<file path="src/sv/adc_sfr_pkg.sv">
// Shared constants, types and helper functions of the ADC serial frame responder.
package adc_sfr_pkg;

    // Frame and channel geometry.
    localparam int FRAME_BYTES = 7;
    localparam int CHANNELS    = 4;
    localparam int POS_W       = 3;
    localparam int CH_W        = 2;

    // Field widths.
    localparam int BYTE_W   = 8;
    localparam int SAMPLE_W = 16;
    localparam int CMD_W    = 6;
    localparam int ADDR_W   = 9;
    localparam int CFG_IDX_W  = 3;
    localparam int CFG_DATA_W = 9;

    // Configuration register indexes.
    localparam logic [CFG_IDX_W-1:0] CFG_RAM_READ_CODE = 3'd0;
    localparam logic [CFG_IDX_W-1:0] CFG_ADDR_SLOT_A   = 3'd1;
    localparam logic [CFG_IDX_W-1:0] CFG_ADDR_SLOT_B   = 3'd2;
    localparam logic [CFG_IDX_W-1:0] CFG_ADDR_SLOT_C   = 3'd3;
    localparam logic [CFG_IDX_W-1:0] CFG_ADDR_SLOT_D   = 3'd4;

    // Item operation codes.
    localparam logic OP_SERIAL = 1'b0;
    localparam logic OP_SAMPLE = 1'b1;

    // Channels selected by the four address slots.
    localparam logic [CH_W-1:0] SLOT_A_CH = 2'd1;
    localparam logic [CH_W-1:0] SLOT_B_CH = 2'd2;
    localparam logic [CH_W-1:0] SLOT_C_CH = 2'd3;
    localparam logic [CH_W-1:0] SLOT_D_CH = 2'd0;

    // Reset values of the address slots.
    localparam logic [ADDR_W-1:0] SLOT_A_RST = 9'd0;
    localparam logic [ADDR_W-1:0] SLOT_B_RST = 9'd1;
    localparam logic [ADDR_W-1:0] SLOT_C_RST = 9'd2;
    localparam logic [ADDR_W-1:0] SLOT_D_RST = 9'd3;

    // Configuration values handed to the frame logic.
    typedef struct packed {
        logic [CMD_W-1:0]  ram_read_code;
        logic [ADDR_W-1:0] addr_slot_a;
        logic [ADDR_W-1:0] addr_slot_b;
        logic [ADDR_W-1:0] addr_slot_c;
        logic [ADDR_W-1:0] addr_slot_d;
    } t_cfg;

    // Reverse the bit order of one byte.
    function automatic logic [BYTE_W-1:0] flip_bits(input logic [BYTE_W-1:0] v);
        logic [BYTE_W-1:0] r;
        for (int i = 0; i < BYTE_W; i++) begin
            r[i] = v[BYTE_W-1-i];
        end
        return r;
    endfunction

endpackage

</file>
<file path="src/sv/adc_sfr_samples.sv">
// Per-channel voltage and current sample storage with one write and one read port.
module adc_sfr_samples (
    input  logic                                  i_clk,
    input  logic                                  i_rst_n,
    input  logic                                  i_wr_en,
    input  logic [adc_sfr_pkg::CH_W-1:0]          i_wr_ch,
    input  logic [adc_sfr_pkg::SAMPLE_W-1:0]      i_wr_voltage,
    input  logic [adc_sfr_pkg::SAMPLE_W-1:0]      i_wr_current,
    input  logic [adc_sfr_pkg::CH_W-1:0]          i_rd_ch,
    output logic [adc_sfr_pkg::SAMPLE_W-1:0]      o_rd_voltage,
    output logic [adc_sfr_pkg::SAMPLE_W-1:0]      o_rd_current
);

    logic [adc_sfr_pkg::SAMPLE_W-1:0] r_voltage [adc_sfr_pkg::CHANNELS];
    logic [adc_sfr_pkg::SAMPLE_W-1:0] r_current [adc_sfr_pkg::CHANNELS];

    // Sample writes; both stores start at zero.
    always_ff @(posedge i_clk) begin
        if (!i_rst_n) begin
            for (int i = 0; i < adc_sfr_pkg::CHANNELS; i++) begin
                r_voltage[i] <= '0;
                r_current[i] <= '0;
            end
        end else if (i_wr_en) begin
            r_voltage[i_wr_ch] <= i_wr_voltage;
            r_current[i_wr_ch] <= i_wr_current;
        end
    end

    // Read the channel chosen by the frame logic.
    assign o_rd_voltage = r_voltage[i_rd_ch];
    assign o_rd_current = r_current[i_rd_ch];

endmodule

</file>
<file path="src/sv/adc_sfr_frame.sv">
// Frame position counter, header capture and reply buffer rebuild at frame end.
module adc_sfr_frame (
    input  logic                                  i_clk,
    input  logic                                  i_rst_n,
    input  logic                                  i_take,
    input  logic [adc_sfr_pkg::BYTE_W-1:0]        i_rx_byte,
    input  adc_sfr_pkg::t_cfg                     i_cfg,
    output logic [adc_sfr_pkg::CH_W-1:0]          o_rd_ch,
    input  logic [adc_sfr_pkg::SAMPLE_W-1:0]      i_rd_voltage,
    input  logic [adc_sfr_pkg::SAMPLE_W-1:0]      i_rd_current,
    output logic [adc_sfr_pkg::BYTE_W-1:0]        o_tx_byte
);

    localparam int BW  = adc_sfr_pkg::BYTE_W;
    localparam int SUM_W = BW + 3;
    localparam logic [adc_sfr_pkg::POS_W-1:0] LAST_POS =
        adc_sfr_pkg::POS_W'(adc_sfr_pkg::FRAME_BYTES - 1);
    localparam logic [adc_sfr_pkg::POS_W-1:0] POS_FRAME =
        adc_sfr_pkg::POS_W'(adc_sfr_pkg::FRAME_BYTES);

    logic [adc_sfr_pkg::POS_W-1:0] r_pos, n_pos;
    logic [BW-1:0] r_hdr [2];
    logic [BW-1:0] n_hdr [2];
    logic [BW-1:0] r_reply [adc_sfr_pkg::FRAME_BYTES];
    logic [BW-1:0] n_reply [adc_sfr_pkg::FRAME_BYTES];

    logic [adc_sfr_pkg::CMD_W-1:0]  cmd;
    logic [adc_sfr_pkg::ADDR_W-1:0] adr;
    logic                           cmd_hit;
    logic                           addr_hit;
    logic [adc_sfr_pkg::CH_W-1:0]   hit_ch;
    logic [BW-1:0]                  body [adc_sfr_pkg::FRAME_BYTES-1];
    logic [SUM_W-1:0]               sum;
    logic                           frame_end;

    // Decode the header: command in bits 6:1, address in bits 15:7.
    assign cmd = r_hdr[0][6:1];
    assign adr = {r_hdr[1], r_hdr[0][7]};
    assign cmd_hit = (cmd == i_cfg.ram_read_code);

    // Address slot match, first slot wins.
    always_comb begin
        addr_hit = 1'b1;
        if (adr == i_cfg.addr_slot_a) begin
            hit_ch = adc_sfr_pkg::SLOT_A_CH;
        end else if (adr == i_cfg.addr_slot_b) begin
            hit_ch = adc_sfr_pkg::SLOT_B_CH;
        end else if (adr == i_cfg.addr_slot_c) begin
            hit_ch = adc_sfr_pkg::SLOT_C_CH;
        end else if (adr == i_cfg.addr_slot_d) begin
            hit_ch = adc_sfr_pkg::SLOT_D_CH;
        end else begin
            hit_ch = adc_sfr_pkg::SLOT_D_CH;
            addr_hit = 1'b0;
        end
    end

    assign o_rd_ch = hit_ch;

    // New reply body: header echo, then samples or the old sample bytes.
    always_comb begin
        body[0] = r_hdr[0];
        body[1] = r_hdr[1];
        if (addr_hit) begin
            body[2] = i_rd_voltage[BW-1:0];
            body[3] = i_rd_voltage[2*BW-1:BW];
            body[4] = i_rd_current[BW-1:0];
            body[5] = i_rd_current[2*BW-1:BW];
        end else begin
            body[2] = r_reply[2];
            body[3] = r_reply[3];
            body[4] = r_reply[4];
            body[5] = r_reply[5];
        end
        sum = '0;
        for (int i = 0; i < adc_sfr_pkg::FRAME_BYTES - 1; i++) begin
            sum = sum + SUM_W'(body[i]);
        end
    end

    // Reply byte at the current position, sent bit-reversed.
    assign o_tx_byte = (r_pos < POS_FRAME) ?
        adc_sfr_pkg::flip_bits(r_reply[r_pos]) : '0;

    assign frame_end = (r_pos >= LAST_POS);

    // Next-state logic for position, header and reply.
    always_comb begin
        n_pos   = r_pos;
        n_hdr   = r_hdr;
        n_reply = r_reply;
        if (i_take) begin
            if (r_pos == 3'd0) begin
                n_hdr[0] = i_rx_byte;
            end
            if (r_pos == 3'd1) begin
                n_hdr[1] = i_rx_byte;
            end
            if (frame_end) begin
                n_pos = '0;
                if (cmd_hit) begin
                    for (int i = 0; i < adc_sfr_pkg::FRAME_BYTES - 1; i++) begin
                        n_reply[i] = body[i];
                    end
                    n_reply[adc_sfr_pkg::FRAME_BYTES-1] = ~sum[BW-1:0];
                end
            end else begin
                n_pos = r_pos + 3'd1;
            end
        end
    end

    // State registers.
    always_ff @(posedge i_clk) begin
        if (!i_rst_n) begin
            r_pos <= '0;
            r_hdr[0] <= '0;
            r_hdr[1] <= '0;
            for (int i = 0; i < adc_sfr_pkg::FRAME_BYTES; i++) begin
                r_reply[i] <= '0;
            end
        end else begin
            r_pos   <= n_pos;
            r_hdr   <= n_hdr;
            r_reply <= n_reply;
        end
    end

endmodule

</file>
<file path="src/sv/adc_spi_frame_responder_unit.sv">
// Top level of the ADC serial frame responder: configuration, handshake and result register.
// Each result is registered in the cycle after its item is accepted.
// Throughput: one item per cycle while the receiver does not stall; the frame logic
// and the sample store complete all work between the input handshake and the result register.
// The result register accepts a new item while the held result is taken.
// Reset (synchronous, active low) clears the position, header, reply and
// sample stores to zero and loads the address slots with 0, 1, 2 and 3.
module adc_spi_frame_responder_unit (
    input  logic                                     i_clk,
    input  logic                                     i_rst_n,
    input  logic                                     i_valid,
    output logic                                     o_stall,
    input  logic                                     i_operation,
    input  logic [adc_sfr_pkg::BYTE_W-1:0]           i_mosi_byte,
    input  logic [adc_sfr_pkg::CH_W-1:0]             i_channel,
    input  logic signed [adc_sfr_pkg::SAMPLE_W-1:0]  i_voltage_sample,
    input  logic signed [adc_sfr_pkg::SAMPLE_W-1:0]  i_current_sample,
    output logic                                     o_valid,
    input  logic                                     i_stall,
    output logic [adc_sfr_pkg::BYTE_W-1:0]           o_miso_byte,
    output logic                                     o_reply_valid,
    input  logic                                     i_cfg_we,
    input  logic [adc_sfr_pkg::CFG_IDX_W-1:0]        i_cfg_index,
    input  logic [adc_sfr_pkg::CFG_DATA_W-1:0]       i_cfg_data
);

    adc_sfr_pkg::t_cfg r_cfg;
    logic                                  accept;
    logic                                  take_serial;
    logic                                  take_sample;
    logic [adc_sfr_pkg::CH_W-1:0]          rd_ch;
    logic [adc_sfr_pkg::SAMPLE_W-1:0]      rd_voltage;
    logic [adc_sfr_pkg::SAMPLE_W-1:0]      rd_current;
    logic [adc_sfr_pkg::BYTE_W-1:0]        tx_byte;
    logic                                  r_valid;
    logic [adc_sfr_pkg::BYTE_W-1:0]        r_miso;
    logic                                  r_reply_valid;

    // Configuration register writes; unknown indexes are ignored.
    always_ff @(posedge i_clk) begin
        if (!i_rst_n) begin
            r_cfg.ram_read_code <= '0;
            r_cfg.addr_slot_a   <= adc_sfr_pkg::SLOT_A_RST;
            r_cfg.addr_slot_b   <= adc_sfr_pkg::SLOT_B_RST;
            r_cfg.addr_slot_c   <= adc_sfr_pkg::SLOT_C_RST;
            r_cfg.addr_slot_d   <= adc_sfr_pkg::SLOT_D_RST;
        end else if (i_cfg_we) begin
            unique case (i_cfg_index)
                adc_sfr_pkg::CFG_RAM_READ_CODE: begin
                    r_cfg.ram_read_code <= i_cfg_data[adc_sfr_pkg::CMD_W-1:0];
                end
                adc_sfr_pkg::CFG_ADDR_SLOT_A: begin
                    r_cfg.addr_slot_a <= i_cfg_data;
                end
                adc_sfr_pkg::CFG_ADDR_SLOT_B: begin
                    r_cfg.addr_slot_b <= i_cfg_data;
                end
                adc_sfr_pkg::CFG_ADDR_SLOT_C: begin
                    r_cfg.addr_slot_c <= i_cfg_data;
                end
                adc_sfr_pkg::CFG_ADDR_SLOT_D: begin
                    r_cfg.addr_slot_d <= i_cfg_data;
                end
                default: begin
                end
            endcase
        end
    end

    // Input handshake: the result register frees up when its item is taken.
    assign o_stall     = r_valid & i_stall;
    assign accept      = i_valid & ~o_stall;
    assign take_serial = accept & (i_operation == adc_sfr_pkg::OP_SERIAL);
    assign take_sample = accept & (i_operation == adc_sfr_pkg::OP_SAMPLE);

    adc_sfr_samples u_samples (
        .i_clk        (i_clk),
        .i_rst_n      (i_rst_n),
        .i_wr_en      (take_sample),
        .i_wr_ch      (i_channel),
        .i_wr_voltage (i_voltage_sample),
        .i_wr_current (i_current_sample),
        .i_rd_ch      (rd_ch),
        .o_rd_voltage (rd_voltage),
        .o_rd_current (rd_current)
    );

    adc_sfr_frame u_frame (
        .i_clk        (i_clk),
        .i_rst_n      (i_rst_n),
        .i_take       (take_serial),
        .i_rx_byte    (i_mosi_byte),
        .i_cfg        (r_cfg),
        .o_rd_ch      (rd_ch),
        .i_rd_voltage (rd_voltage),
        .i_rd_current (rd_current),
        .o_tx_byte    (tx_byte)
    );

    // Result register: sample items answer with a zero byte and no reply flag.
    always_ff @(posedge i_clk) begin
        if (!i_rst_n) begin
            r_valid <= 1'b0;
        end else if (accept) begin
            r_valid <= 1'b1;
        end else if (!i_stall) begin
            r_valid <= 1'b0;
        end
    end

    always_ff @(posedge i_clk) begin
        if (accept) begin
            r_miso        <= take_serial ? tx_byte : '0;
            r_reply_valid <= take_serial;
        end
    end

    assign o_valid       = r_valid;
    assign o_miso_byte   = r_miso;
    assign o_reply_valid = r_reply_valid;

endmodule

</file>
<file path="config.mk">
export PLATFORM = sky130hd
export DESIGN_NAME = adc_spi_frame_responder_unit
export DESIGN_NICKNAME = d
export VERILOG_FILES = /design/src/sv/adc_sfr_pkg.sv /design/src/sv/adc_sfr_samples.sv /design/src/sv/adc_sfr_frame.sv /design/src/sv/adc_spi_frame_responder_unit.sv
export SDC_FILE = /design/constraint.sdc
export NUM_CORES = 1
export LEC_CHECK = 0
export ABC_AREA = 1
export BUFFER_PORTS_ARGS = -buffer_cell sky130_fd_sc_hd__buf_2
export CAP_MARGIN = 25
export CORE_ASPECT_RATIO = 1.25
export CORE_MARGIN = 3
export CORE_UTILIZATION = 55
export DETAILED_ROUTE_END_ITERATION = 16
export HOLD_SLACK_MARGIN = 0.12
export PLACE_DENSITY = 0.84
export SETUP_SLACK_MARGIN = 0.02
export SYNTH_ARGS = -nofsm -noshare
export SYNTH_HDL_FRONTEND = slang
export SYNTH_SLANG_ARGS = --single-unit
</file>
<file path="constraint.sdc">
create_clock -name i_clk -period 4.4 [get_ports i_clk]
set_input_delay 0.44 -clock i_clk [delete_from_list [all_inputs] [get_ports i_clk]]
set_output_delay 0.44 -clock i_clk [all_outputs]
set_load 0.01 [all_outputs]
</file>
; Word level (Yosys, flattened, before mapping)
; Memories as Yosys holds them, arrays and structs flattened.
; Cells that the tools add are included.
[totals]
ff_bits = 127
ram_bits = 128
in_bits = 60
output_inout_bits = 11
elab_cells = 85
mem_count = 2
[classes]
addsub = 6
order_cmp = 3
eq_ne = 11
muxes = 24
bitwise = 8
reduce_logical = 13
[mem_list]
columns = memory, words, width, read_ports, rd_clocked_by_memory_dff, write_ports, line
row1 = u_samples.r_current, 4, 16, 1, 0, 4, adc_sfr_samples.sv:15  ; logic [adc_sfr_pkg::SAMPLE_W-1:0] r_current [adc_sfr_pkg::CHANNELS];
row2 = u_samples.r_voltage, 4, 16, 1, 0, 4, adc_sfr_samples.sv:14  ; logic [adc_sfr_pkg::SAMPLE_W-1:0] r_voltage [adc_sfr_pkg::CHANNELS];
[op_table]
columns = operator, count
row1 = 8-bit adder, 5
row2 = 9-bit == test, 4
row3 = 16-bit two-way mux, 2
row4 = 32-bit two-way mux, 1
row5 = 16-bit OR reduction, 2
row6 = 8-bit binary-select mux with 3-bit select, 1
row7 = 8-bit two-way mux, 2
row8 = 2-bit AND reduction, 8
row9 = 1-bit two-way mux, 12
row10 = 2-bit two-way mux, 5
row11 = 8-bit inverter, 1
row12 = 3-bit by 1-bit == test with 1-bit output (second input constant), 2
row13 = 3-bit by 2-bit == test with 1-bit output (second input constant), 2
row14 = 6-bit == test, 1
row15 = 3-bit zero test, 2
row16 = 1-bit AND, 4
row17 = 4-bit >= comparator (second input constant), 1
row18 = 3-bit inverter with 4-bit output, 1
row19 = 3-bit by 1-bit adder with 3-bit output (second input constant), 1
row20 = 3-bit == test (second input constant), 1
row21 = 3-bit >= comparator (second input constant), 1
row22 = 3-bit less-than comparator (second input constant), 1
row23 = 3-bit two-way mux, 1
row24 = 3-bit AND reduction, 1
row25 = 2 further kinds, 3

; Longest topological paths before layout
[logic_depth]
depth_word = 11
ltp_mapped = 35
depth_no_buf = 33

; Hierarchy
; A second synthesis with hierarchy kept.
[unflattened]
cells_unflattened = 1713
area_unflattened_um2 = 13359.1
[modules_own_cells]
columns = module, instances, cells_per_inst, area_per_inst_um2, seq_area_each_um2
row1 = adc_sfr_samples, 1, 685, 6083.3, 3843.7
row2 = adc_sfr_frame, 1, 746, 5196.2, 1501.4
row3 = adc_spi_frame_responder_unit, 1, 282, 2079.5, 1131.1

; Least setup slack after synthesis
; No wires, ideal clock.
[synth_path]
kind = register to register
start = reg u_frame.r_hdr (netlist bit u_frame.adr[4])
end = reg u_frame.r_reply[7] in the netlist's numbering
setup_time_ps = 117
t_arrival_ps = 4575
required_ps = 4283
slack_ps = -292
stages_incl_launch_ff = 35
n_path_buf = 3
synth_period_minus_slack_ps = 4692
path_cell_list = dfxtp_1 -> inv_2 -> or2_1 -> nand2_1 -> nor2_1 -> nand2_2 -> inv_2 -> nand2_4 -> buf_8 -> nand2_4 -> buf_6 -> buf_6 -> o21ai_1 -> o22ai_1 -> nand2_1 -> o21a_1 -> inv_1 -> fa_1 -> fa_1 -> inv_1 -> fa_1 -> inv_1 -> ha_1 -> nand3_1 -> nand3_1 -> nand2_1 -> nand2_1 -> a21oi_1 -> xor2_1 -> nand3b_1 -> nand2_1 -> nand3_1 -> nand2_1 -> nor2_1 -> nor2_1
[synth_rtl]
columns = element, line
row1 = from (decl), adc_sfr_frame.sv:22  ; logic [BW-1:0] r_hdr [2];
row2 = from (signal assigned), adc_sfr_frame.sv:124  ; r_hdr <= n_hdr;
row3 = to (signal assigned), adc_sfr_frame.sv:125  ; r_reply <= n_reply;
row4 = to (decl), adc_sfr_frame.sv:24  ; logic [BW-1:0] r_reply [adc_sfr_pkg::FRAME_BYTES];

==> results.json <==
{
  "start_util_pct": 56.14,
  "max-slew-margin-rel_pct": 29.41,
  "critPathMostFrequentCell": "nand2_1",
  "clk_latency_ns": 0.54,
  "first_global_vias": 10397,
  "routedWlPerCell_um": 20.01,
  "startpoint_type": "flop",
  "drc_errors": 0,
  "async_flop_share_pct": 0,
  "peakVddDrop_uv": 437.9,
  "clockBufferDepth": 3,
  "path_class": "flop to flop",
  "grt_max_degree": 104,
  "tns_ns": -1.712,
  "hpwl_mm": 22.92,
  "post-route-period-util_pct": 117.0,
  "synth_flop_cell": "edfxtp_1",
  "p_sw_share_pct": 32.84,
  "ant_nets": 0,
  "critPathRequiredTime_ns": 4.82,
  "syn_inst": 1438,
  "seq_area_frac_synth_pct": 51.76,
  "cts_made_buffers": 26,
  "core_area_um2": 22290,
  "layout-drive-gt1-share_pct": 23.44,
  "fp.dieW_um": 140.9,
  "avgSynthCellArea_um2": 8.701,
  "grt_use_met2_pct": 47.10,
  "slew_violations": 0,
  "yosysUniqueCellTypes": 48,
  "clock_sinks": 255,
  "synth_edf_count": 137,
  "p_total_mw": 7.435,
  "syn_to_final_growth_pct": 22.60,
  "top_usage_layer": "met2",
  "grt_first_pass_wirelength_mm": 54.13,
  "rsz0062_at_grt": "true",
  "timing.rr.start": "u_frame.adr[4]",
  "num_vias": 11343,
  "diodes": 0,
  "syn_area_um2": 12510,
  "synth_top_area_share_pct": 32.88,
  "postPlaceCellArea_um2": 13660,
  "cts_tree": "built",
  "synth.area.top_cells": "edfxtp_1 33%, dfxtp_1 19%, nor2_1 8.1%, o21ai_0 6.1%, nand2_1 5.3%",
  "min_period_ns": 5.147,
  "final_nets": 1693,
  "placementRows": 61,
  "p_per_area_nw_per_um2": 484.7,
  "end_kind": "flop",
  "status": "finished, violations left",
  "grt.total_usage_pct": 27.32,
  "pwr-share-clk_pct": 29.9,
  "htree_levels": 1,
  "hold_buffers": 0,
  "yosysWarningCount": 0,
  "skew_ns": 0.01736,
  "tightest_slew_ns": 1.059,
  "synth_largest_area_cell": "edfxtp_1",
  "final_common_cell": "nor2_1",
  "switching_power_mw": 2.441,
  "path_clk_slew_ns": 0.07,
  "firstDrtPassIters": 7,
  "crit_slowest_cell": "fa_1",
  "met3_usage_pct": 4.106,
  "hold_path_depth": 3,
  "hp-start": "i_valid",
  "gr-usage-met1_pct": 34.62,
  "maxCapViolCount": 0,
  "fp.dieArea_um2": 24610,
  "total_leakage_power_nw": 6.584,
  "finalHoldViolations": 0,
  "via_per_inst": 5.970,
  "grt_antenna_before_repair": 0,
  "final_cell_mix": "263 x nor2_1, 168 x nand2_1, 145 x o21ai_0",
  "gp_congestion": 0.9525,
  "hp-class": "input pin to flop",
  "critPathLaunch": "u_frame.adr[4]",
  "cts-root-buf": "clkbuf_16",
  "fin_area_um2": 15340,
  "internal_power_mw": 4.994,
  "setup_ws_ns": -0.7470,
  "drt_iter0_drc": 1395,
  "clock.fmax_mhz": 194.3,
  "syn_nets": 1534,
  "crit_fanout": 8,
  "crit_arrival_ns": 5.57,
  "violations": "setup timing",
  "comb_power_share_pct": 34.9,
  "grt_overflow_total": 0,
  "port_buffers": 70,
  "num_io_pins": 71,
  "critical_path.max_stage_delay_ns": 0.53,
  "pwr-share-seq_pct": 35.2,
  "die-height_um": 174.6,
  "setup_viol": 5,
  "r2r.worst_path.cells": 32,
  "ys_seq_elements": 255,
  "fin_hold_ws_ns": 0.1649,
  "wl_mm": 38.03
}
==> cells by family after synthesis <==
logic type	count (synthesis)	synth area share, %
buf+inv	242	8.210
simple gates	545	18.13
flops	255	51.76
xor+xnor	28	1.960
fa+ha+maj	36	5.220
compound gates	332	14.72
==> critical path, delay by kind of cell, from the launching register on <==
| kind | cells | cell delay [ns] |
|---|---|---|
| AO/OA/AOI/OAI | 5 | 0.64 |
| AND/OR/NAND/NOR | 15 | 1.49 |
| adder cells (fa/ha/maj) | 4 | 1.70 |
| flip-flops | 1 | 0.39 |
| XOR/XNOR | 1 | 0.19 |
| buffers and inverters | 7 | 0.62 |
==> Yosys cell counts (13+ instances only) <==
master      n
dfxtp_1   118
fa_1       27
nand2_1   177
o21ai_0   153
a21oi_1    92
xnor2_1    15
buf_2      13
inv_1     148
o22ai_1    13
edfxtp_1  137
o21ai_1    29
nor2_1    270
clkbuf_1   42
nand3_1    63
xor2_1     13
==> state kept, by name, indices dropped and copies added (netlist names) <==
| register | cells |
|---|---|
| u_frame.body | 7 |
| u_frame.adr | 9 |
| u_frame.r_pos | 3 |
| u_samples.r_voltage | 64 |
| u_frame.r_reply | 56 |
| u_samples.r_current | 64 |
| o_miso_byte | 8 |
| o_reply_valid | 1 |
| r_cfg | 42 |
| o_valid | 1 |
==> worst paths after layout <==
check                       end  slack (ns)
max reg2reg  u_frame.r_reply[7]       -0.75
min reg2reg           r_cfg[37]        0.48
min                     o_valid        0.16
max          u_frame.r_reply[7]       -0.75
==> cell type report <==
cell class | instances | area, um^2
Clock buffer | 43 | 830.8
Fill cell | 1555 | 6947
Tap cell | 283 | 354.1
Inverter | 165 | 629.4
Sequential cell | 255 | 6504
Clock inverter | 5 | 30.03
Multi-Input combinational cell | 942 | 5418
Timing Repair Buffer | 207 | 1574
==> routing by layer <==
| layer | vias up | share of wire [%] |
|---|---|---|
| li1 | 5048 | - |
| met1 | 5301 | 35 |
| met2 | 800 | 49 |
| met3 | 194 | 9.8 |
| met4 | 0 | 5.8 |
| met5 | - | 0 |
==> per-stage QoR <==
step	setup slack (ns)	util, %	cells
2_1_floorplan	-0.2606	-	1438
3_3_place_gp	-0.6997	61.27	1815
3_5_place_dp	-0.7756	61.27	1815
4_1_cts	-0.4115	66.74	1879
5_1_grt	-0.9869	68.83	1900
6_report	-0.7470	68.83	1900
==> power groups by stage <==
| stage | sequential [mW] | combinational [mW] | clock (mW) |
|---|---|---|---|
| after detailed placement | 2.67 | 1.92 | 0 |
| after floorplan | 2.66 | 1.28 | 0 |
| final | 2.62 | 2.59 | 2.22 |
| after global routing | 2.62 | 2.79 | 2.33 |
| after CTS | 2.62 | 2.14 | 2.21 |
| after global placement | 2.66 | 1.84 | 0 |
==> timing repair <==
item | CTS | global route
cloned | 1 | 2
gates resized for setup | 51 | 77
pin swaps | 16 | 47
buffers inserted | 15 | 20
hold endpoints to repair | 0 | 0
endpoints found under the setup margin | 5 | 5
No activity file was read; power rests on OpenSTA's default activity.
